===== config.mk =====
export PLATFORM = sky130hd
export DESIGN_NAME = slms_emit
export DESIGN_NICKNAME = d
export VERILOG_FILES = /design/src/hw/rtl/slms_pkg.sv /design/src/hw/rtl/slms_emit.sv
export SDC_FILE = /design/constraint.sdc
export NUM_CORES = 1
export LEC_CHECK = 0
export ABC_AREA = 1
export BUFFER_PORTS_ARGS = -buffer_cell sky130_fd_sc_hd__buf_4
export CELL_PAD_IN_SITES_DETAIL_PLACEMENT = 0
export CELL_PAD_IN_SITES_GLOBAL_PLACEMENT = 1
export CORE_ASPECT_RATIO = 0.9
export CORE_MARGIN = 4
export CORE_UTILIZATION = 33
export CTS_BUF_LIST = sky130_fd_sc_hd__clkbuf_16
export CTS_CLUSTER_SIZE = 24
export DETAILED_ROUTE_END_ITERATION = 10
export HOLD_SLACK_MARGIN = 0.03
export PLACE_DENSITY_LB_ADDON = 0.05
export SLEW_MARGIN = 20
export SYNTH_ARGS = -nofsm -noshare
export SYNTH_HDL_FRONTEND = slang
export SYNTH_SLANG_ARGS = --single-unit

===== constraint.sdc =====
create_clock -name i_clk -period 9.7 [get_ports i_clk]
set_input_delay 2.91 -clock i_clk [delete_from_list [all_inputs] [get_ports i_clk]]
set_output_delay 2.91 -clock i_clk [all_outputs]
set_load 0.005 [all_outputs]

===== src/hw/rtl/slms_pkg.sv =====
// Shared widths, register indexes and the run command struct of the merge-split core.
// No dependencies.
`default_nettype none

package slms_pkg;

    localparam int KEY_W      = 64;
    localparam int PAY_W      = 64;
    localparam int ENT_W      = KEY_W + PAY_W;   // {key, payload}
    localparam int LEN_W      = 7;               // list_length register width
    localparam int CFG_IDX_W  = 4;
    localparam int CFG_DATA_W = 7;

    // configuration register indexes
    localparam logic [CFG_IDX_W-1:0] CFG_KEEP_HIGH   = 4'd0;
    localparam logic [CFG_IDX_W-1:0] CFG_LIST_LENGTH = 4'd1;

    // run command from the load controller to the merge and emit units
    typedef struct packed {
        logic             merge_go;   // one-cycle pulse: start merging
        logic             emit_go;    // one-cycle pulse: start emitting
        logic             keep_high;  // mode sampled at run end
        logic [LEN_W-1:0] len;        // clamped run length, 1..min(MAX_LEN, 127)
    } t_run_cmd;

endpackage

`default_nettype wire


===== src/hw/rtl/slms_emit.sv =====
// Result emitter: reads the result RAM in ascending order and drives the output
// channel, with the RAM read register acting as a skid stage. Uses slms_pkg.
`default_nettype none

module slms_emit #(
    parameter int AW = 6
) (
    input  wire logic                        i_clk,
    input  wire logic                        i_rst_n,
    input  wire slms_pkg::t_run_cmd          i_cmd,
    input  wire logic [slms_pkg::ENT_W-1:0]  i_res_rdata,
    output logic                             o_res_re,
    output logic [AW-1:0]                    o_res_raddr,
    output logic                             o_valid,
    input  wire logic                        i_stall,
    output logic [slms_pkg::KEY_W-1:0]       o_key,
    output logic [slms_pkg::PAY_W-1:0]       o_payload,
    output logic                             o_last,
    output logic                             o_done
);

    localparam int LW = slms_pkg::LEN_W;
    localparam int KW = slms_pkg::KEY_W;
    localparam int PW = slms_pkg::PAY_W;
    localparam logic [LW-1:0] ONE_N = {{(LW-1){1'b0}}, 1'b1};

    logic            r_act;      // reads still to issue
    logic [LW-1:0]   r_cnt;      // next result index to read
    logic            r_rd_vld;   // RAM read register holds an item
    logic            r_rd_last;
    logic            r_valid;
    logic            r_last;
    logic [KW-1:0]   r_key;
    logic [PW-1:0]   r_pay;

    logic            move;
    logic            rd_en;
    logic            cnt_last;
    logic [AW+LW-1:0] addr_ext;

    // two-stage flow: RAM register -> output register
    always_comb begin
        move        = r_rd_vld & (~r_valid | ~i_stall);
        rd_en       = r_act & (~r_rd_vld | move);
        cnt_last    = (r_cnt == i_cmd.len - ONE_N);
        addr_ext    = {{AW{1'b0}}, r_cnt};
        o_res_re    = rd_en;
        o_res_raddr = addr_ext[AW-1:0];
        o_valid     = r_valid;
        o_key       = r_key;
        o_payload   = r_pay;
        o_last      = r_last;
        o_done      = r_valid & ~i_stall & r_last;
    end

    // control
    always_ff @(posedge i_clk) begin
        if (!i_rst_n) begin
            r_act     <= 1'b0;
            r_cnt     <= '0;
            r_rd_vld  <= 1'b0;
            r_rd_last <= 1'b0;
            r_valid   <= 1'b0;
            r_last    <= 1'b0;
        end else begin
            if (i_cmd.emit_go) begin
                r_act <= 1'b1;
                r_cnt <= '0;
            end else if (rd_en) begin
                r_cnt <= r_cnt + ONE_N;
                if (cnt_last) begin
                    r_act <= 1'b0;
                end
            end
            if (rd_en) begin
                r_rd_last <= cnt_last;
            end
            r_rd_vld <= rd_en | (r_rd_vld & ~move);
            if (move) begin
                r_valid <= 1'b1;
                r_last  <= r_rd_last;
            end else if (!i_stall) begin
                r_valid <= 1'b0;
            end
        end
    end

    // output payload
    always_ff @(posedge i_clk) begin
        if (move) begin
            r_key <= i_res_rdata[slms_pkg::ENT_W-1 -: KW];
            r_pay <= i_res_rdata[PW-1:0];
        end
    end

endmodule

`default_nettype wire


**Word level (Yosys, flattened, before mapping)**

Cells that the tools add are included.

- Flip-flop bits (word level): 140

- Reduce and logical (&&, ||, !) cells: 4
- Multiplexer cells: 5
- Add/sub/neg operators: 2
- Equality and inequality tests: 2
- Bitwise gates (word level): 13

Operators with widths:

| kind | count |
|---|---|
| $add 7x1->7 const B | 1 |
| $eq 7x7->1 | 1 |
| $sub 7x1->7 const B | 1 |
| $and 1x1->1 | 5 |
| $mux 1 | 5 |
| $not 1->1 | 5 |
| $reduce_bool 2->1 | 2 |
| $or 1x1->1 | 3 |
| $ne 2x1->1 const B | 1 |
| $reduce_and 2->1 | 1 |
| $reduce_or 2->1 | 1 |

**Logic depth before layout (Yosys ltp)**

Gate-level depths: netlist (run 1).

- Depth in word-level cells: 7
- Mapped depth: 12
- Gate-level depth less buffers: 12

**Least setup slack after synthesis (run 1)**

No wires, ideal clock.

- Path kind: in2reg
- Start point: in i_stall
- End point: reg r_key[0] (netlist: o_key[0]) (enable)
- Data arrival time: 8.415 ns
- Slack: 0.664 ns
- Path buffers: 0
- Stages: 3
- Path through: nand2_2 > inv_2 > nor2_1

- Word-level cells in the longest chain between the ends: 3

RTL lines:

| item | RTL line | RTL |
|---|---|---|
| start, declared | slms_emit.sv:15 | `input wire logic i_stall,` |
| $not 1->1 | slms_emit.sv:43 | `move = r_rd_vld & (~r_valid \| ~i_stall);` |
| $or 1x1->1 | slms_emit.sv:43 |  |
| $and 1x1->1 | slms_emit.sv:43 |  |
| named net move | slms_emit.sv:36 | `logic move;` |
| end signal, assigned | slms_emit.sv:91 | `r_key <= i_res_rdata[slms_pkg::ENT_W-1 -: KW];` |
| end, declared | slms_emit.sv:33 | `logic [KW-1:0] r_key;` |

The timed path passes the listed nets, and every way through them passes these cells.
A chain may end at the register's enable or synchronous reset.

**Worst setup path in the final report (run 1)**

- Start point: in i_stall
- End point: out o_res_re

- Word-level cells in the longest chain between the ends: 5

RTL lines:

| item | RTL line | RTL |
|---|---|---|
| $not 1->1 | slms_emit.sv:43 |  |
| $or 1x1->1 | slms_emit.sv:43 |  |
| $and 1x1->1 | slms_emit.sv:43 |  |
| $or 1x1->1 | slms_emit.sv:44 | `rd_en = r_act & (~r_rd_vld \| move);` |
| $and 1x1->1 | slms_emit.sv:44 |  |
| end, declared | slms_emit.sv:12 | `output logic o_res_re,` |

No other way between the ends.

==> results of run 1 <==
-- worst min-delay path: stages, from the launching register on --
cell and delay (ns):
dfxtp_1 0.31, nand2_1 0.06, a21oi_1 0.05
-- metrics by stage --
stage / area [um2] / cells / util / setup slack [ns] / power [uW]
floorplan: 4680 / 254 / - / 0.664 / 734
global placement: 6950 / 714 / 0.511 / 3.27 / 812
detailed placement: 6950 / 714 / 0.511 / 3.26 / 815
CTS: 7530 / 745 / 0.553 / 3.25 / 1460
global route: 7560 / 746 / 0.556 / 3.21 / 1490
finish: 7560 / 746 / 0.556 / 3.26 / 1440
-- power by group through the flow --
stage | registers (uW) | logic, uW | clock network, uW
after floorplan | 714 | 19.5 | 0
after global placement | 707 | 106 | 0
after detailed placement | 708 | 107 | 0
after CTS | 695 | 107 | 653
after global routing | 697 | 116 | 681
final | 695 | 107 | 635
-- routing by layer --
layer,vias up,routed length [um],track usage
li1,1501,-,-
met1,1434,4570,0.165
met2,165,6810,0.274
met3,15,1540,0.0842
met4,0,185,0.0643
met5,-,0,0
-- registers in the layout (all words and copies together), names as in the netlist --
register	count
r_act	1
r_cnt	7
r_rd_vld	1
o_last	1
o_valid	1
o_payload	64
o_key	64
r_rd_last	1
-- cell usage in the layout (no fill, tap or decap), drive strengths merged, types with 2 or more instances in the layout --
master and instances:
buf 278, edfxtp 128, nand2 35, inv 23, clkbuf 17, nor2 17, nand3 13, dfxtp 12
a21oi 8, clkinv 8, o21ai 3, bufinv 3, nor3 2, xor2 2, ha 2
-- logic make-up after synthesis --
kind of cell,count (synthesis),share of synthesized area
DFF,140,0.873
and+or+nand+nor,69,0.0731
buffers and inverters,27,0.0270
AOI/OAI and AO/OA,13,0.0155
xor gates and xnor gates,3,0.00562
adders and majority gates,2,0.00535
-- synthesized netlist by cell type (3+ instances only) --
cell type / count
nand3_1: 10
edfxtp_1: 128
nand2_1: 32
buf_4: 6
a21oi_1: 7
inv_1: 18
o21ai_0: 3
nor2_1: 14
dfxtp_1: 12
-- final timing paths --
path	end	cells past startpoint
max	o_res_re	7
min	r_rd_last$_SDFFE_PN0P_	2
max reg2reg	o_key[23]$_DFFE_PP_	4
min reg2reg	r_rd_last$_SDFFE_PN0P_	2
-- area by class of cell --
cell class	count	area [um2]	share of cell area
Clock buffer	17	425	0.0562
Clock inverter	14	154	0.0203
Inverter	21	81.3	0.0108
Multi-Input combinational cell	87	473	0.0625
Sequential cell	140	4080	0.540
Tap cell	189	236	0.0313
Timing Repair Buffer	278	2110	0.279
==> results_dict.tcl, run 1 <==
set metrics [dict create \
    switching_power_uw 285 \
    vias_per_cell 4.18 \
    portBuffers 276 \
    vias 3115 \
    ys_seq_area_frac 0.873 \
    dp_hpwl_um 10200 \
    grt_usage 0.160 \
    hp-class "reg2reg" \
    finalWirelength_um 13100 \
    clock_power_share 0.442 \
    p_per_area_nw_per_um2 190 \
    setup_tns_ns 0 \
    layout-drive-gt1-share 0.573 \
    fmax_mhz 155 \
    root_buffer "clkbuf_16" \
    cts_tree "yes" \
    start_kind "input port" \
    drt_iter0_markers 156 \
    switching_share 0.199 \
    peakVddDrop_mv 0.121 \
    synth_top_area_share 0.822 \
    cp_cell_sequence "buf_4 -> nand2_2 -> inv_2 -> nand2_4 -> nand2_4 -> inv_4 -> buf_4" \
    die_w_um 133 \
    crit_family "buffers and inverters" \
    synth_edf_count 128 \
    die_h_um 121 \
    hold_ws_ns 0.474 \
    cts_resized 0 \
    coreArea_um2 13600 \
    crit_start "i_stall" \
    grt_max_degree 88 \
    syn-instance-count 254 \
    crit_buf_inv 4 \
    critical-path-slowest-cell "buf_4" \
    post-route-period-util 0.663 \
    critPathArrivalTime_ns 3.53 \
    max_stage_delay_ns 0.13 \
    ff2ff_setup_slack_ns 7.36 \
    die_area_um2 16100 \
    num_io_pins 279 \
    htree_levels 4 \
    power.internal_uw 1150 \
    cts_sinks 140 \
    area_growth_pct 61.8 \
    start_util 0.343 \
    grt_overflow 0 \
    total_leakage_power_uw 0.00319 \
    hold_path_startpoint "r_rd_last$_SDFFE_PN0P_" \
    holdBufCountCts 0 \
    insertion_delay_ns 0.41 \
    first_pass_iters 4 \
    antenna_found_initial 0 \
    cp-end-kind "primary output" \
    status "finished clean" \
    rows 40 \
    rsz0062_at_grt "false" \
    finalClockSkew_ns 0.00744 \
    combPwrFrac 0.074 \
    diodes 0 \
    synth_area_um2 4680 \
    clk_path_buf_depth 2 \
    synth_top_area_cell "edfxtp_1" \
    max_slew_margin 0.479 \
    fin_nets 688 \
    post_drt_wl_per_cell_um 17.6 \
    grt_pass1_vias 3150 \
    gp_congestion 0.758 \
    cts_setup_buffers 0 \
    avgSynthCellArea_um2 18.4 \
    critPathKind "in2out" \
    ys_seq_elements 140 \
    synth_warnings 0 \
    synthTopCellsByArea "edfxtp_1, dfxtp_1, nand2_1, inv_1, nor2_1" \
    ys_async_sr_fraction 0 \
    fin_crit_ns 6.44 \
    synth.distinct_cells 26 \
    drtAntennaViolNets 0 \
    worstMarginPinSlew_ns 0.781 \
    setup_violations 0 \
    crit_fanout 8 \
    synth_nets 397 \
    ys.flop_type "edfxtp_1" \
    cts_buffers 17 \
    required_ns 6.79 \
    drv_cap 0 \
    p_seq_frac 0.484 \
    fillers 1185 \
    finalHoldViolCount 0 \
    reg2reg_from "r_rd_vld$_SDFF_PN0_" \
    path_clk_slew_ns 0.06 \
    drc 0 \
    slew_viol_final 0 \
    grt_pass1_wl_um 18800 \
]
Note: power is estimated with default switching activity, not from simulation.
==> run 2: changes to the inputs <==
==> constraint.sdc (replaced) <==
create_clock -name i_clk -period 6.07 [get_ports i_clk]
set_input_delay 1.821 -clock i_clk [delete_from_list [all_inputs] [get_ports i_clk]]
set_output_delay 1.821 -clock i_clk [all_outputs]
set_load 0.005 [all_outputs]
==> results_dict.tcl, run 2 (synthesis results as in run 1) <==
set metrics [dict create \
    status "finished clean" \
    required_ns 4.25 \
    cts_buffers 17 \
    power.internal_uw 1920 \
    cts_resized 0 \
    vias 3141 \
    max_slew_margin 0.523 \
    peakVddDrop_mv 0.187 \
    path_clk_slew_ns 0.05 \
    rsz0062_at_grt "false" \
    critPathArrivalTime_ns 2.43 \
    placed_area_um2 6970 \
    htree_levels 4 \
    cts_sinks 140 \
    vias_per_cell 4.21 \
    p_seq_frac 0.468 \
    combPwrFrac 0.072 \
    reg2reg_from "r_rd_vld$_SDFF_PN0_" \
    grt_max_degree 108 \
    start_util 0.343 \
    grt_pass1_wl_um 18300 \
    cts_tree "yes" \
    fin_nets 687 \
    finalHoldViolCount 0 \
    p_per_area_nw_per_um2 313 \
    start_kind "input port" \
    hold_path_startpoint "r_rd_last$_SDFFE_PN0P_" \
    diodes 0 \
    die_area_um2 16100 \
    worstMarginPinSlew_ns 0.714 \
    crit_fanout 8 \
    finalWirelength_um 13100 \
    critPathKind "in2out" \
    setup_tns_ns 0 \
    grt_pass1_vias 3124 \
    coreArea_um2 13600 \
    design_area_um2 7590 \
    drtAntennaViolNets 0 \
    first_pass_iters 5 \
    grt_overflow 0 \
    drv_cap 0 \
    cp-end-kind "primary output" \
    slew_viol_final 0 \
    fmax_mhz 235 \
    cts_setup_buffers 0 \
    total_leakage_power_uw 0.00320 \
    die_w_um 133 \
    num_io_pins 279 \
    grt_usage 0.156 \
    gp_congestion 0.778 \
    die_h_um 121 \
    switching_share 0.190 \
    post_drt_wl_per_cell_um 17.6 \
    dp_hpwl_um 10200 \
    crit_start "i_stall" \
    drc 0 \
    rows 40 \
    layout-drive-gt1-share 0.571 \
    clock_power_share 0.460 \
    insertion_delay_ns 0.40 \
    finalClockSkew_ns 0.00448 \
    hp-class "reg2reg" \
    antenna_found_initial 0 \
    fin_crit_ns 4.25 \
    root_buffer "clkbuf_16" \
    layout.cells.non_filler 746 \
    holdBufCountCts 0 \
    drt_iter0_markers 140 \
    switching_power_uw 451 \
    setup_violations 0 \
    dpl.cell_count 714 \
    area_growth_pct 62.4 \
    layout_common_cells "buf_4, edfxtp_1, nand2_1, inv_1, clkbuf_16" \
    portBuffers 276 \
    post-route-period-util 0.701 \
    clk_path_buf_depth 2 \
    final_common_cell "buf_4" \
    fillers 1137 \
]
[run 2: area by class of cell]
class	instances	area, um2	area share
multi-input combinational	87	473	0.0623
inverter	21	81.3	0.0107
tap	189	236	0.0311
timing repair buffer	277	2090	0.275
clock inverter	15	201	0.0265
sequential	140	4080	0.538
clock buffer	17	425	0.0560
[run 2: worst max-delay path: stages]
cell and delay, ns:
buf_4 0.09, nand2_2 0.06, inv_2 0.11, nand2_4 0.06, nand2_4 0.11, inv_4 0.05
buf_4 0.13
[run 2: final timing paths]
kind,end,slack (ns),cells past startpoint
worst max-delay path,o_res_re,1.82,7
worst min-delay path,r_rd_last$_SDFFE_PN0P_,0.47,2
worst max register to register,o_payload[59]$_DFFE_PP_,4.04,3
worst min register to register,r_rd_last$_SDFFE_PN0P_,0.47,2
[run 2: per-layer routing]
metal	GRT usage	share of wire	vias up
li1	-	-	1497
met1	0.158	0.34	1454
met2	0.264	0.51	169
met3	0.0867	0.13	21
met4	0.0681	0.024	0
met5	0	0	-
[run 2: per-stage QoR]
stage	setup slack [ns]	hold WS (ns)	total power, uW	utilization
2_1_floorplan	0.359	0.445	1170	-
3_3_place_gp	1.82	0.460	1300	0.512
3_5_place_dp	1.81	0.464	1300	0.512
4_1_cts	1.81	0.472	2400	0.558
5_1_grt	1.78	0.493	2460	0.558
6_report	1.82	0.467	2370	0.558
[run 2: power by group through the flow]
stage | sequential, uW | combinational, uW | clock (uW)
after global placement | 1130 | 171 | 0
after global routing | 1110 | 185 | 1170
final | 1110 | 170 | 1090
after floorplan | 1140 | 31.3 | 0
after CTS | 1110 | 174 | 1120
after detailed placement | 1130 | 174 | 0
