===== src/hw/rtl/slms_pkg.sv =====
// Shared widths, register indexes and the run command struct of the merge-split core.
// No dependencies.
`default_nettype none

package slms_pkg;

    localparam int KEY_W      = 64;
    localparam int PAY_W      = 64;
    localparam int ENT_W      = KEY_W + PAY_W;   // {key, payload}
    localparam int LEN_W      = 7;               // list_length register width
    localparam int CFG_IDX_W  = 4;
    localparam int CFG_DATA_W = 7;

    // configuration register indexes
    localparam logic [CFG_IDX_W-1:0] CFG_KEEP_HIGH   = 4'd0;
    localparam logic [CFG_IDX_W-1:0] CFG_LIST_LENGTH = 4'd1;

    // run command from the load controller to the merge and emit units
    typedef struct packed {
        logic             merge_go;   // one-cycle pulse: start merging
        logic             emit_go;    // one-cycle pulse: start emitting
        logic             keep_high;  // mode sampled at run end
        logic [LEN_W-1:0] len;        // clamped run length, 1..min(MAX_LEN, 127)
    } t_run_cmd;

endpackage

`default_nettype wire


===== src/hw/rtl/slms_merge.sv =====
// Merge sequencer: walks the own and partner list RAMs from the front or the back
// and writes one merged entry per cycle into the result RAM. Uses slms_pkg.
`default_nettype none

module slms_merge #(
    parameter int AW = 6
) (
    input  wire logic                      i_clk,
    input  wire logic                      i_rst_n,
    input  wire slms_pkg::t_run_cmd        i_cmd,
    input  wire logic [slms_pkg::ENT_W-1:0] i_own_rdata,
    input  wire logic [slms_pkg::ENT_W-1:0] i_par_rdata,
    output logic                           o_list_re,
    output logic [AW-1:0]                  o_own_raddr,
    output logic [AW-1:0]                  o_par_raddr,
    output logic                           o_res_we,
    output logic [AW-1:0]                  o_res_waddr,
    output logic [slms_pkg::ENT_W-1:0]     o_res_wdata,
    output logic                           o_done
);

    localparam int LW = slms_pkg::LEN_W;
    localparam int KW = slms_pkg::KEY_W;
    localparam int EW = slms_pkg::ENT_W;
    localparam logic [LW:0]   ONE_W  = {{LW{1'b0}}, 1'b1};
    localparam logic [LW-1:0] ONE_N  = {{(LW-1){1'b0}}, 1'b1};

    typedef enum logic [1:0] {S_IDLE, S_PRIME0, S_PRIME1, S_RUN} t_state;

    t_state         r_state;
    logic [LW-1:0]  r_ta;        // entries taken from own list
    logic [LW-1:0]  r_tb;        // entries taken from partner list
    logic [LW-1:0]  r_step;      // result entries written
    logic [EW-1:0]  r_head_own;  // current own candidate
    logic [EW-1:0]  r_head_par;  // current partner candidate

    logic           exh_own;
    logic           exh_par;
    logic           take_own;
    logic           run;
    logic           last_step;
    logic [LW-1:0]  n_ta;
    logic [LW-1:0]  n_tb;
    logic [LW:0]    own_t;
    logic [LW:0]    par_t;

    // list position of the t-th taken entry: front walks up, back walks down
    function automatic logic [LW:0] f_pos(input logic kh, input logic [LW-1:0] len,
                                          input logic [LW:0] t);
        if (kh) begin
            f_pos = {1'b0, len} - ONE_W - t;
        end else begin
            f_pos = t;
        end
    endfunction

    // position to RAM address, zero-extended or truncated to the address width
    function automatic logic [AW-1:0] f_addr(input logic [LW:0] v);
        logic [AW+LW:0] w;
        w = {{AW{1'b0}}, v};
        f_addr = w[AW-1:0];
    endfunction

    // compare the two heads; an exhausted list always loses
    always_comb begin
        run       = (r_state == S_RUN);
        exh_own   = (r_ta == i_cmd.len);
        exh_par   = (r_tb == i_cmd.len);
        if (exh_own) begin
            take_own = 1'b0;
        end else if (exh_par) begin
            take_own = 1'b1;
        end else if (i_cmd.keep_high) begin
            take_own = r_head_own[EW-1 -: KW] >= r_head_par[EW-1 -: KW];
        end else begin
            take_own = r_head_own[EW-1 -: KW] <= r_head_par[EW-1 -: KW];
        end
        n_ta      = r_ta + LW'(run & take_own);
        n_tb      = r_tb + LW'(run & ~take_own);
        last_step = (r_step == i_cmd.len - ONE_N);
    end

    // prefetch: first entries in S_PRIME0, then the entry after the next head
    always_comb begin
        if (r_state == S_PRIME0) begin
            own_t = '0;
            par_t = '0;
        end else begin
            own_t = {1'b0, n_ta} + ONE_W;
            par_t = {1'b0, n_tb} + ONE_W;
        end
        o_list_re   = (r_state != S_IDLE);
        o_own_raddr = f_addr(f_pos(i_cmd.keep_high, i_cmd.len, own_t));
        o_par_raddr = f_addr(f_pos(i_cmd.keep_high, i_cmd.len, par_t));
        o_res_we    = run;
        o_res_waddr = f_addr(f_pos(i_cmd.keep_high, i_cmd.len, {1'b0, r_step}));
        o_res_wdata = take_own ? r_head_own : r_head_par;
        o_done      = run & last_step;
    end

    // sequencer state and pointers
    always_ff @(posedge i_clk) begin
        if (!i_rst_n) begin
            r_state <= S_IDLE;
            r_ta    <= '0;
            r_tb    <= '0;
            r_step  <= '0;
        end else begin
            case (r_state)
                S_IDLE: begin
                    if (i_cmd.merge_go) begin
                        r_state <= S_PRIME0;
                        r_ta    <= '0;
                        r_tb    <= '0;
                        r_step  <= '0;
                    end
                end
                S_PRIME0: r_state <= S_PRIME1;
                S_PRIME1: r_state <= S_RUN;
                S_RUN: begin
                    r_ta   <= n_ta;
                    r_tb   <= n_tb;
                    r_step <= r_step + ONE_N;
                    if (last_step) begin
                        r_state <= S_IDLE;
                    end
                end
                default: r_state <= S_IDLE;
            endcase
        end
    end

    // head registers: loaded at prime, refilled from the prefetched entry
    always_ff @(posedge i_clk) begin
        if (r_state == S_PRIME1) begin
            r_head_own <= i_own_rdata;
            r_head_par <= i_par_rdata;
        end else if (run) begin
            if (take_own) begin
                r_head_own <= i_own_rdata;
            end else begin
                r_head_par <= i_par_rdata;
            end
        end
    end

endmodule

`default_nettype wire


===== config.mk =====
export PLATFORM = sky130hd
export DESIGN_NAME = slms_merge
export DESIGN_NICKNAME = d
export VERILOG_FILES = /design/src/hw/rtl/slms_pkg.sv /design/src/hw/rtl/slms_merge.sv
export SDC_FILE = /design/constraint.sdc
export NUM_CORES = 1
export LEC_CHECK = 0
export BUFFER_PORTS_ARGS = -buffer_cell sky130_fd_sc_hd__buf_2
export CAP_MARGIN = 20
export CELL_PAD_IN_SITES_DETAIL_PLACEMENT = 1
export CELL_PAD_IN_SITES_GLOBAL_PLACEMENT = 2
export CORE_MARGIN = 3
export CORE_UTILIZATION = 38
export CTS_BUF_LIST = sky130_fd_sc_hd__clkbuf_4 sky130_fd_sc_hd__clkbuf_8
export CTS_CLUSTER_SIZE = 20
export DETAILED_ROUTE_END_ITERATION = 10
export PLACE_DENSITY = 0.95
export SYNTH_ARGS = -nofsm -noshare
export SYNTH_HDL_FRONTEND = slang
export SYNTH_SLANG_ARGS = --single-unit

===== constraint.sdc =====
create_clock -name i_clk -period 23.1 [get_ports i_clk]
set_clock_uncertainty 0.2 [all_clocks]
set_input_delay 1.155 -clock i_clk [delete_from_list [all_inputs] [get_ports i_clk]]
set_output_delay 1.155 -clock i_clk [all_outputs]
set_load 0.005 [all_outputs]

# Word level (Yosys, flattened, before mapping)
# Cells that the tools add are included.
[word_totals] input_bits=268 elab_cells=62 out_inout_bits=149 reg_bits=279
[classes] eq_ne=9 reduce_logical=9 mux=22 addsub=10 n_lt_le_gt_ge=2 n_bitwise=4
[op_table] op="2-to-1 mux 128 bit" n=7
[op_table] op="greater-or-equal comparator 64 bit" n=1
[op_table] op="less-or-equal comparator 64 bit" n=1
[op_table] op="one-hot mux 7 bit (2 select lines)" n=3
[op_table] op="2-to-1 mux 6 bit" n=5
[op_table] op="equality test 7 bit" n=3
[op_table] op="subtractor 6 bit" n=3
[op_table] op="adder 6 x 1 -> 6 bit (second input constant)" n=2
[op_table] op="one-hot mux 2 bit (4 select lines)" n=1
[op_table] op="AND reduction 2 bit" n=4
[op_table] op="nonzero test 2 bit" n=4
[op_table] op="adder 7 x 1 -> 7 bit" n=1
[op_table] op="adder 7 x 1 -> 7 bit (second input constant)" n=1
[op_table] op="adder 7 bit" n=1
[op_table] op="AND 1 x 7 -> 7 bit" n=1
[op_table] op="2-to-1 mux 7 bit" n=1
[op_table] op="inverter 1 -> 7 bit" n=1
[op_table] op="subtractor 7 x 1 -> 7 bit (second input constant)" n=1
[op_table] op="subtractor 6 x 1 -> 6 bit (second input constant)" n=1
[op_table] op="equality test 2 bit (second input constant)" n=2
[op_table] op="2-to-1 mux 2 bit" n=2
[op_table] op="inequality test 2 x 1 -> 1 bit (second input constant)" n=2
[op_table] op="2-to-1 mux 1 bit" n=3
[op_table] op="AND 1 bit" n=2
[op_table] op="3 further kinds" n=3

# Longest topological paths before layout
[logic_depth] word_depth=11 ltp_mapped=25 depth_no_buf=23

# Worst setup path after synthesis
# No wires, ideal clock.
[synth_path] kind="input to register" from="input port i_cmd[3] in the netlist's numbering" to="register r_head_par[0], enable pin" n_path_buf=3 t_arrival_ns=8.228 setup_ns=0.641 slack_ns=14.030 cell_stages=8 required_time_ns=22.259 cell_sequence="clkbuf_1 xnor2_1 nand4_1 nor4_1 a31oi_4 buf_6 buf_6 o21bai_1"
[synth_via] elab_chain_cells=5 elab_cells_between_ends=6 cone_classes="eq/ne (3); mux (2); reduce/logical (1)"
[synth_lines] item="start: declaration" line="slms_merge.sv:10" text="input wire slms_pkg::t_run_cmd i_cmd,"
[synth_lines] item="equality test 7 bit" line="slms_merge.sv:68" text="exh_par = (r_tb == i_cmd.len);"
[synth_lines] item="2-to-1 mux 1 bit" line="slms_merge.sv:71" text="end else if (exh_par) begin"
[synth_lines] item="2-to-1 mux 1 bit *" line="slms_merge.sv:69" text="if (exh_own) begin"
[synth_lines] item="inequality test 2 x 1 -> 1 bit (no line) *"
[synth_lines] item="AND reduction 2 bit (no line) *"
[synth_lines] item="end signal: assignment" line="slms_merge.sv:137" text="r_head_par <= i_par_rdata;"
[synth_lines] item="end signal: assignment" line="slms_merge.sv:142" text="r_head_par <= i_par_rdata;"
[synth_lines] item="end: declaration" line="slms_merge.sv:35" text="logic [EW-1:0] r_head_par;"
# Every way passes the cells marked *; elsewhere a longest branch is shown, timed or not.
# A chain may end at the register's enable or synchronous reset.

# Worst setup path in the final report
[layout_path] from="register r_head_par[103]" to="output port o_own_raddr[5]"
[layout_via] elab_chain_cells=10 elab_cells_between_ends=11 cone_classes="add/sub (3); order compare (2); mux (5); bitwise (1)"
[layout_lines] item="less-or-equal comparator 64 bit / greater-or-equal comparator 64 bit (equally long branches)" line="slms_merge.sv:76, slms_merge.sv:74"
[layout_lines] item="2-to-1 mux 1 bit *" line="slms_merge.sv:73" text="end else if (i_cmd.keep_high) begin"
[layout_lines] item="2-to-1 mux 1 bit *" line="slms_merge.sv:71"
[layout_lines] item="2-to-1 mux 1 bit *" line="slms_merge.sv:69"
[layout_lines] item="AND 1 bit *" line="slms_merge.sv:78" text="n_ta = r_ta + LW'(run & take_own);"
[layout_lines] item="adder 7 x 1 -> 7 bit *" line="slms_merge.sv:78"
[layout_lines] item="adder 6 x 1 -> 6 bit *" line="slms_merge.sv:89" text="own_t = {1'b0, n_ta} + ONE_W;"
[layout_lines] item="2-to-1 mux 6 bit *" line="slms_merge.sv:85" text="if (r_state == S_PRIME0) begin"
[layout_lines] item="subtractor 6 bit" line="slms_merge.sv:51" text="f_pos = {1'b0, len} - ONE_W - t;"
[layout_lines] item="2-to-1 mux 6 bit *" line="slms_merge.sv:50" text="if (kh) begin"
[layout_lines] item="end: declaration" line="slms_merge.sv:14" text="output logic [AW-1:0] o_own_raddr,"
# Marked as above.

==> out/metrics.cfg <==
[outcome]
status=finished, final reports clean

[placed_design]
portBuffers=415
place_congestion=0.8306
hpwl_um=30760

[synthesis]
synthCells=943
synth-simple-area-share=0.06443
synth_compound_area_frac=0.04942
synth.top_cell.area_share=0.5762
synth_top_family_by_area=multiplexers
async_flop_share=0
ys_seq_elements=279
synth_warnings=0
yosysSeqAreaShare=0.6107
synthAdderAreaFrac=0.09172
synth-xor-area-share=0.03676
synth_cell_types=50
syn_avg_cell_area_um2=14.15
synth_flop_cell=edfxtp_1
netlist_top_cells_area=edfxtp_1 (58%), ha_1 (8.7%), mux2_1 (6.4%)
synth-edff-count=256
yosys-top-cells-count=edfxtp_1 (256), ha_1 (93), inv_1 (83), mux2_1 (76), mux2_2 (52)
syn_area_mm2=0.01334
syn_nets=1307
yosysMostFrequentCell=edfxtp_1
yosys.area.top_type=edfxtp_1
synth_mux_area_frac=0.1088

[global_routing]
grt_util_all_layers=0.2103
grt_pass1_wl_um=60960
grt_max_degree=75
grt-ovfl-total=0
grt_antenna_before_repair=22
grt_pass1_vias=10672

[timing]
hold_viol=0
setup_violations=0
max_freq_mhz=126.5
finalSetupTns_ns=0
slew_violations=0
maxSlewHeadroom=0.2706
fin_crit_ns=7.902
grt_setup_unrepaired=false
worstMarginPinSlew_ns=1.094
period_share=0.3421

[setup_path]
reg2reg_slack_ns=17.67
cp.required_ns=21.75
worstPathCellList=inv_1 -> ha_1 -> nand4_1 -> nor4_1 -> nand4b_1 -> nor2_1 -> a211oi_2 -> a21o_1 -> a31oi_4 -> and2_1 -> ha_1 -> ha_1 -> xor2_1 -> nor2_1 -> or3b_2 -> ha_1 -> a21oi_1 -> o21bai_1 -> a21oi_1 -> xnor2_1 -> nand2_1 -> xnor2_1 -> buf_2
end_kind=primary output
slowest_delay_ns=0.59
rr_worst_depth=12
critical_path_class=reg -> out
critical_path.most_common_cell=ha_1
cp-start-kind=flip-flop
critPathBufInv=2
critical_path.top_delay_family=simple AND/OR/NAND/NOR gates
r2r_end=r_head_par[50]
reg2reg_from=r_head_par[103]
crit_slowest_cell=nor4_1
cp.arrival_ns=6.55
cp_max_fo=14

[route]
first_pass_iters=4
wl_met1_um=14270
wl_met3_um=3138
drc=0
first_iter_violations=270
routed_wirelength_um=40420
ant_nets=0
via_per_inst=4.978
dr_wl_met2_um=20620
highest_layer=met5
wl_per_cell_um=21.49
num_vias=9364

[layout]
fin_util=0.4938
area.growth.synth_to_final_pct=25.97
drive_above_1_share=0.3924
fin_nets=1752
fill_cells=3650

[power]
clkPwrFrac=0.243
p_leak_uw=0.007058
power.density_mw_per_mm2=109.1
netSwitchingFraction=0.3388
combPwrFrac=0.339
switchingPower_uw=621.5
peakVddDrop_mv=0.07845
seqPwrFrac=0.418
internal-power_uw=1213

[clock_network]
ctsHtreeMaxLevel=2
cts_hold_buf=0
cts_buffer_depth=3
numCtsBuffers=48
post-cts-setup-buffers=0
root_buffer=clkbuf_8
clock-sinks=279
clk_latency_ns=0.60
cts_tree=yes
post_cts_resized=0
cts.clk_slew.worst_paths_ns=0.06

[hold_path]
whs_endpoint=r_step[6]
hold_depth=2
hp-class=reg -> reg
hold_start=r_step[6]

[run]
drv_cap=0

[floorplan]
core.rowCount=67
die_area_mm2=0.03739
chipWidth_um=193.4
core_area_mm2=0.03404
fp.dieH_um=193.4
io_pins=417
initial_core_util=0.3920

-- kinds of logic after synthesis --
group | Yosys count
XOR/XNOR | 56
flip-flops | 279
buffers and inverters | 109
AND/OR/NAND/NOR | 168
multiplexers | 129
AO/OA/AOI/OAI | 106
adder cells (fa/ha/maj) | 96
-- placed cells by master, fill, tap and decap left out, types with 7 or more instances in the layout --
master,count
a21o_1,9
a21oi_1,37
a22oi_1,7
and2_1,7
buf_2,415
clkbuf_4,15
clkbuf_8,51
clkinv_1,9
dfxtp_1,23
diode_2,11
edfxtp_1,256
ha_1,93
inv_1,83
mux2_1,76
mux2_2,52
nand2_1,47
nand3_1,20
nand4_1,15
nor2_1,31
nor2b_1,11
nor3_1,7
o21ai_0,30
xnor2_1,31
xor2_1,25
-- metrics by stage --
| stage | std cells | instance area [um^2] | power [uW] | worst slack (ns) | hold slack, ns |
|---|---|---|---|---|---|
| floorplan | 943 | 13340 | 1152 | 14.03 | 0.2697 |
| global placement | 1786 | 15850 | 1382 | 15.99 | 0.2829 |
| detailed placement | 1786 | 15850 | 1411 | 15.88 | 0.3074 |
| CTS | 1870 | 16780 | 1869 | 15.07 | 0.3154 |
| global route | 1878 | 16800 | 1950 | 14.58 | 0.3534 |
| finish | 1881 | 16810 | 1834 | 15.20 | 0.3103 |
-- registers in the layout (all words and copies together), names as in the netlist --
| register | cells |
|---|---|
| r_head_par | 128 |
| r_tb | 7 |
| r_head_own | 128 |
| r_step | 7 |
| r_state | 2 |
| r_ta | 7 |
-- layer usage --
metal  up-vias  track usage
li1       4378            -
met1      4486       0.2157
met2       350       0.3756
met3       126      0.07306
met4        24       0.1144
met5         -            0
-- worst max path at each step --
stage                     from              to  slack [ns]  cells past startpoint
4_1_cts        r_head_par[103]  o_own_raddr[5]       15.07                     23
6_report       r_head_par[103]  o_own_raddr[5]       15.20                     23
3_5_place_dp   r_head_own[120]  o_own_raddr[5]       15.88                     22
3_3_place_gp   r_head_own[120]  o_own_raddr[5]       15.99                     22
2_1_floorplan         i_cmd[3]   r_head_par[0]       14.03                      8
5_1_grt        r_head_par[103]  o_own_raddr[5]       14.58                     23
-- area by class of cell --
type	instances	area, um^2	area share
clock inverter	18	118.9	0.007073
multi-input combinational	555	4703	0.2799
timing repair buffer	421	2122	0.1263
antenna	11	27.53	0.001638
sequential	279	8148	0.4848
tap	448	560.5	0.03335
inverter	83	311.5	0.01854
clock buffer	66	814.5	0.04847
-- worst min-delay path: cells and delay by family, from the launching register on --
kind	cells	cell delay [ns]
AO/OA/AOI/OAI	2	0.14
flip-flops	1	0.32
-- power groups by stage --
stage	sequential, uW	clock, uW	combinational (uW)
after floorplan	782	0	370
final	767	445	622
after global routing	779	481	690
after global placement	764	0	618
after CTS	767	461	641
after detailed placement	776	0	635
Note: power is estimated with default switching activity, not from simulation.
